<file path="config.mk">
export PLATFORM = sky130hd
export DESIGN_NAME = rvx_ram
export DESIGN_NICKNAME = d
export VERILOG_FILES = /design/src/rtl/rvx_ram.sv
export SDC_FILE = /design/constraint.sdc
export NUM_CORES = 1
export LEC_CHECK = 0
export ABC_AREA = 1
export BUFFER_PORTS_ARGS = -buffer_cell sky130_fd_sc_hd__buf_4
export CAP_MARGIN = 15
export CORE_MARGIN = 8
export CORE_UTILIZATION = 55
export DETAILED_ROUTE_END_ITERATION = 8
export PLACE_DENSITY = 0.77
export SYNTH_ARGS = -nofsm -noshare
export SYNTH_HDL_FRONTEND = slang
export SYNTH_SLANG_ARGS = --single-unit
</file>
<file path="constraint.sdc">
create_clock -name clk -period 3 [get_ports clk]
set_input_delay 0.6 -clock clk [delete_from_list [all_inputs] [get_ports clk]]
set_output_delay 0.6 -clock clk [all_outputs]
set_load 0.05 [all_outputs]
</file>
<file path="src/rtl/rvx_ram.sv">
// ----------------------------------------------------------------------------
// rvx_ram
// Generic simple dual-port RAM, one write port, one registered read port.
// ----------------------------------------------------------------------------
module rvx_ram #(
    parameter int WIDTH = 32,
    parameter int DEPTH = 32
) (
    input  logic                                        clk,
    input  logic                                        we,
    input  logic [((DEPTH > 1) ? $clog2(DEPTH) : 1)-1:0] waddr,
    input  logic [WIDTH-1:0]                            wdata,
    input  logic                                        re,
    input  logic [((DEPTH > 1) ? $clog2(DEPTH) : 1)-1:0] raddr,
    output logic [WIDTH-1:0]                            rdata
);

    logic [WIDTH-1:0] mem_reg [DEPTH];
    logic [WIDTH-1:0] rdata_reg;

    always_ff @(posedge clk)
    begin
        if (we)
        begin
            mem_reg[waddr] <= wdata;
        end
        if (re)
        begin
            rdata_reg <= mem_reg[raddr];
        end
    end

    assign rdata = rdata_reg;

endmodule

</file>
# Word-level counts from Yosys, hierarchy flattened
# Memory sizes are Yosys's and may differ from the RTL's. A register that Yosys moved wholly into a read port is not among the register bits.
# Cells that the tools add are included.
[classes]
n_mux = 2
[ops]
columns = ["cell", "count"]
rows = [
  ["1-bit 2-to-1 mux", 2],
]
[word_totals]
register_bits = 0
n_memories = 1
elab_cells = 3
output_inout_bits = 32
inputBits = 45
ramBits = 1024
[mem_list]
columns = ["name", "words", "word_bits", "read_ports", "rd_clocked_by_memory_dff", "write_ports", "line_no", "rtl"]
rows = [
  ["mem_reg", 32, 32, 1, 1, 1, "18", "logic [WIDTH-1:0] mem_reg [DEPTH];"],
]

# Depth between registers and ports, before layout
# Gate-level depths: netlist of run 1.
[logic_depth]
depth_word = 2
ltp_mapped = 12
mapped_depth_nobuf = 9

# Worst setup path after synthesis of run 1
# OpenSTA, ideal clock, no wires.
[synth_timing]
kind = "in2reg"
from = "in waddr[0] (netlist bit)"
to = "mem mem_reg[8][0], enable pin"
stages = 3
setup_ns = 0.421
required_time_ns = 2.579
slack_ns = 0.324
n_path_buf = 0
arrival_ns = 2.255
path_cell_list = "inv_1 nand3_1 nor2_1"
[synth_lines]
columns = ["element", "line_no", "rtl"]
rows = [
  ["from (decl)", "11", "input logic [((DEPTH > 1) ? $clog2(DEPTH) : 1)-1:0] waddr,"],
  ["to (decl)", "18", ""],
]
# No word-level cell before the write port.

# Worst setup path after layout of run 1
[layout_timing]
from = "reg rdata_reg[17] (netlist: rdata[17]) (read register of mem_reg)"
to = "out rdata[17]"
[layout_lines]
columns = ["element", "line_no", "rtl"]
rows = [
  ["from (decl)", "19", "logic [WIDTH-1:0] rdata_reg;"],
  ["to (decl)", "15", "output logic [WIDTH-1:0] rdata"],
]
# No word-level cell between the ends.

==> out/metrics.csv, run 1 <==
metric,value,unit
p_comb_frac,0.066,
clock.fmax,482,MHz
p_sw,6840,uW
worstMarginPinSlew,811,ps
syn_area,42700,um^2
synth.ff_latch_count,1056,
cp_num_buf_inv,1,
synth_nets,3581,
drive_gt1_frac,0.0902,
max_stage_delay,540,ps
crit_chain,buf_4,
cts_hold_buffers,0,
syn_inst,3536,
die-area,86900,um^2
cp_max_fo,1,
synth_cell_types,13,
synth_warnings,0,
die_w,295,um
setup_slack,926,ps
final_max_slew_viol_count,0,
seq_area_frac_synth,0.742,
antenna_left,0,
worstSetupEndpointType,output pin,
grt.overflow.total,0,
clock_latency,670,ps
final_common_cell,nand2_1,
largest_register_ffs,1024,
post_cts.repair.setup_buffers,0,
clockPowerShare,0.387,
power.leakage,0.0173,uW
rsz0062_at_grt,no,
p_int,23400,uW
num-nets-final,3622,
dp_hpwl,55600,um
n_antenna_cell,0,
syn_area_per_cell,12.1,um^2
grt_pass1_wl,168000,um
wire_per_inst,24.0,um
layout_common_cells,"nand2_1, edfxtp_1, nand3_1, buf_4, clkbuf_16",
drv_cap,0,
switching_share,0.226,
stdcell_count,4697,
cp-start-kind,flip-flop,
period_share,0.691,
initial_core_util,0.553,
reg2reg_slack,1690,ps
h-tree-depth,3,
area_growth,11.2,%
port_buffers,76,
vdd_ir_drop_max,0.000496,V
grt_pass1_vias,27400,
io_pins,77,
worstPathRequired,2400,ps
crit_path_end,rdata[17],
cts-root-buf,clkbuf_16,
crit_family,flip-flops,
period_minus_slack,2070,ps
skew,24.6,ps
cts_buffers,97,
worstSetupPathType,flip-flop to output pin,
grt_usage,0.257,
pwr-share-seq,0.546,
status,completed,
crit_slowest_cell,edfxtp_1,
reg2reg_depth,8,
die_y,295,um
tritoncts,built,
dp_slack,532,ps
startpoint,rdata[17],
r2r_end,rdata[25],
cp.depth,1,
hp-class,input pin to flip-flop,
place_inst,4518,
drc,0,
initialDrtViolationCount,3769,
core-area,77200,um^2
relSlewSlack,0.459,
wirelength,113000,um
setup_viol,0,
cp_data_arrival_time,1470,ps
antenna_found_initial,1,
pwr_density_cell,637,nW/um^2
cts.sinks,1056,
tns,0,ps
worst_r2r_startpoint,mem_reg[24][25],
cts_buffer_depth,3,
dr.pass1.iters,6,
hold_viol_final,0,
clkTransAtPathRegs,70,ps
cts_resized,0,
vias_per_cell,5.98,
rows,102,
grt_start_max_net_pins,133,
num_vias,28100,
gp_congestion,0.785,
[layer usage]
layer	track usage	vias to the layer above	part of all wire
li1	-	12400	-
met2	0.430	1719	0.49
met5	0	-	0.00012
met4	0.122	2	0.048
met1	0.327	13600	0.36
met3	0.0451	341	0.11
[area by class of cell]
cell class | count | area, um^2
Sequential cell | 1056 | 31700
Fill cell | 5522 | 29700
Multi-Input combinational cell | 2252 | 9670
Clock buffer | 120 | 2530
Timing Repair Buffer | 160 | 1780
Tap cell | 1040 | 1300
Clock inverter | 59 | 454
Inverter | 10 | 66.3
[synthesized netlist by cell type]
| cell type | count | area share |
|---|---|---|
| buf_6 | 66 | 0.017 |
| nand2_1 | 1440 | 0.13 |
| nor2_1 | 32 | 0.0028 |
| edfxtp_1 | 1056 | 0.74 |
| inv_8 | 1 | 0.00026 |
| clkbuf_1 | 24 | 0.0021 |
| buf_2 | 83 | 0.0097 |
| inv_1 | 7 | 0.00062 |
| inv_2 | 2 | 0.00018 |
| buf_4 | 24 | 0.0042 |
| nand3_1 | 780 | 0.091 |
| buf_1 | 18 | 0.0016 |
| buf_8 | 3 | 0.0011 |
[metrics by stage]
| step | total power, uW | util | area [um^2] | hold WS, ps |
|---|---|---|---|---|
| after floorplan | 18100 | - | 42700 | 699 |
| after global placement | 18800 | 0.577 | 44500 | 796 |
| after detailed placement | 18800 | 0.577 | 44500 | 810 |
| after CTS | 30300 | 0.615 | 47500 | 307 |
| after global routing | 31100 | 0.615 | 47500 | 336 |
| final | 30300 | 0.615 | 47500 | 337 |
[power by group through the flow]
stage                     Sequential [uW]  Combinational (uW)  Clock [uW]
after global routing                16500                2180       12400
after global placement              16800                1930           0
after floorplan                     17000                1130           0
after CTS                           16500                1990       11800
final                               16500                2010       11700
after detailed placement            16800                1980           0
[how the worst min path moves through the flow]
| stage | startpoint | to | slack [ps] | cells past startpoint |
|---|---|---|---|---|
| 5_1_grt | wdata[3] | mem_reg[12][3] | 340 | 1 |
| 6_report | wdata[5] | mem_reg[19][5] | 340 | 1 |
| 3_3_place_gp | mem_reg[2][21] | rdata[21] | 800 | 8 |
| 2_1_floorplan | wdata[0] | mem_reg[0][0] | 700 | 0 |
| 3_5_place_dp | mem_reg[18][26] | rdata[26] | 810 | 8 |
| 4_1_cts | wdata[19] | mem_reg[5][19] | 310 | 1 |
[cell families after synthesis]
group	count (synthesis)	share of synthesized area
buffers and inverters	228	0.0371
flip-flops	1056	0.742
AND/OR/NAND/NOR	2252	0.221
(Power assumes the default switching activity.)
==> run 2: changes to the inputs <==
--- a/config.mk
+++ b/config.mk
@@ -11,7 +11,7 @@
 export CORE_MARGIN = 8
 export CORE_UTILIZATION = 55
 export DETAILED_ROUTE_END_ITERATION = 8
-export PLACE_DENSITY = 0.77
+export PLACE_DENSITY = 0.8
 export SYNTH_ARGS = -nofsm -noshare
 export SYNTH_HDL_FRONTEND = slang
 export SYNTH_SLANG_ARGS = --single-unit
==> constraint.sdc (replaced) <==
create_clock -name clk -period 1.9 [get_ports clk]
set_input_delay 0.38 -clock clk [delete_from_list [all_inputs] [get_ports clk]]
set_output_delay 0.38 -clock clk [all_outputs]
set_load 0.05 [all_outputs]
==> run 2 against run 1 <==
  * Flip-flop and latch count unchanged
  * Sequential share of layout area fell by 2.5 points
  * Clock skew fell by 0.90 ps
  * Utilization grew 2.4 points
  * Critical path depth unchanged
  * Design area grew 3.9%
  * Worst setup slack worse by 870 ps
==> out/metrics.csv, run 2 (synthesis results as in run 1) <==
metric,value,unit
p_comb_frac,0.073,
initialDrtViolationCount,4047,
drive_gt1_frac,0.118,
hp-class,input pin to flip-flop,
hold_viol_final,0,
cts.sinks,1056,
tritoncts,built,
post_cts.repair.setup_buffers,0,
cp.depth,1,
crit_chain,buf_4,
clockPowerShare,0.391,
relSlewSlack,0.694,
area_growth,15.5,%
grt_usage,0.261,
antenna_left,0,
core-area,77200,um^2
cp_data_arrival_time,1460,ps
p_sw,11000,uW
power.leakage,0.0182,uW
vias_per_cell,5.99,
grt.overflow.total,0,
cts_resized,0,
worstPathRequired,1520,ps
final_max_slew_viol_count,0,
io_pins,77,
ff_latch_area,31700,um^2
antenna_found_initial,1,
design_area,49400,um^2
num_vias,28800,
nFillCells,5211,
max_stage_delay,530,ps
setup_viol,0,
grt_start_max_net_pins,59,
rsz0062_at_grt,no,
multi_input_area,9670,um^2
reg2reg_slack,590,ps
crit_slowest_cell,edfxtp_1,
dpl_cell_area,46300,um^2
wire_per_inst,23.9,um
drv_cap,0,
rows,102,
holdCritStartpoint,wdata[3],
worstMarginPinSlew,458,ps
gp_congestion,0.842,
cp_num_buf_inv,1,
h-tree-depth,3,
cp-start-kind,flip-flop,
worstSetupEndpointType,output pin,
worst_r2r_startpoint,mem_reg[12][5],
cp_max_fo,1,
cts_buffer_depth,3,
crit_family,flip-flops,
grt_pass1_vias,28400,
wirelength,115000,um
switching_share,0.225,
cts_hold_buffers,0,
port_buffers,76,
holdPathEnd,mem_reg[31][3],
largest_register_ffs,1024,
cts-root-buf,clkbuf_16,
clock_latency,660,ps
tns,0,ps
die_y,295,um
pwr-share-seq,0.536,
skew,23.7,ps
n_antenna_cell,0,
grt_pass1_wl,171000,um
dr.pass1.iters,6,
p_int,37700,uW
pwr_density_cell,987,nW/um^2
die-area,86900,um^2
status,completed,
power,48700,uW
cts_buffers,98,
clock.fmax,543,MHz
drc,0,
reg2reg_depth,8,
dp_hpwl,64200,um
r2r_end,rdata[5],
initial_core_util,0.553,
num-nets-final,3736,
period_minus_slack,1840,ps
hold_path_depth,1,
period_share,0.970,
clkTransAtPathRegs,60,ps
layout_common_cells,"nand2_1, edfxtp_1, nand3_1, buf_4, buf_12",
vdd_ir_drop_max,0.000759,V
worstSetupPathType,flip-flop to output pin,
final_common_cell,nand2_1,
die_w,295,um
-- run 2: changes by cell type in the layout (fill, tap and decap cells not counted), sizes merged --
cell | before | now
buf | 160 | 273
bufinv | 5 | 8
clkbuf | 120 | 117
clkinvlp | 7 | 4
inv | 13 | 15
clkinv | 44 | 45
-- run 2: worst max-delay path by stage --
stage	from	end	slack, ps
floorplan	waddr[0]	mem_reg[0][0]	-180
global placement	raddr[0]	rdata[20]	90
detailed placement	raddr[0]	rdata[4]	40
CTS	rdata[17]	rdata[17]	60
global route	rdata[17]	rdata[17]	60
finish	rdata[17]	rdata[17]	60
-- run 2: per-layer routing --
layer	vias to the layer above	global-route usage	routed length, um
met1	13700	0.331	40200
met2	2016	0.426	54900
li1	12700	-	-
met5	-	0	13
met3	425	0.0494	13300
met4	2	0.139	6430
-- run 2: worst reg2reg max path, cell delays in order (launching register included) --
cell and delay [ps]:
edfxtp_1 390, nand2_1 80, nand3_1 100, nand3_1 110, nand2_1 60, nand2_1 50, nand2_1 50, nand2_1 140
nand2_1 90
-- run 2: layout make-up --
cell class | count | area share
Clock inverter | 62 | 0.0109
Sequential cell | 1056 | 0.642
Timing Repair Buffer | 273 | 0.0716
Tap cell | 1040 | 0.0264
Inverter | 10 | 0.00134
Clock buffer | 117 | 0.0516
Multi-Input combinational cell | 2252 | 0.196
-- run 2: power groups by stage --
| stage | clock network, uW | registers, uW | logic [uW] |
|---|---|---|---|
| after floorplan | 0 | 26800 | 1790 |
| after global placement | 0 | 26600 | 3360 |
| after detailed placement | 0 | 26600 | 3450 |
| after CTS | 19100 | 26100 | 3500 |
| after global routing | 20000 | 26100 | 3810 |
| final | 19000 | 26100 | 3550 |
-- run 2: per-stage QoR --
step | hold WS (ps) | util | std cells | setup WS [ps]
floorplan | 479 | - | 3536 | -183
global placement | 785 | 0.599 | 4631 | 88.2
detailed placement | 793 | 0.599 | 4631 | 38.9
CTS | 91.5 | 0.639 | 4810 | 61.8
global route | 121 | 0.639 | 4810 | 60.9
finish | 120 | 0.639 | 4810 | 57.0
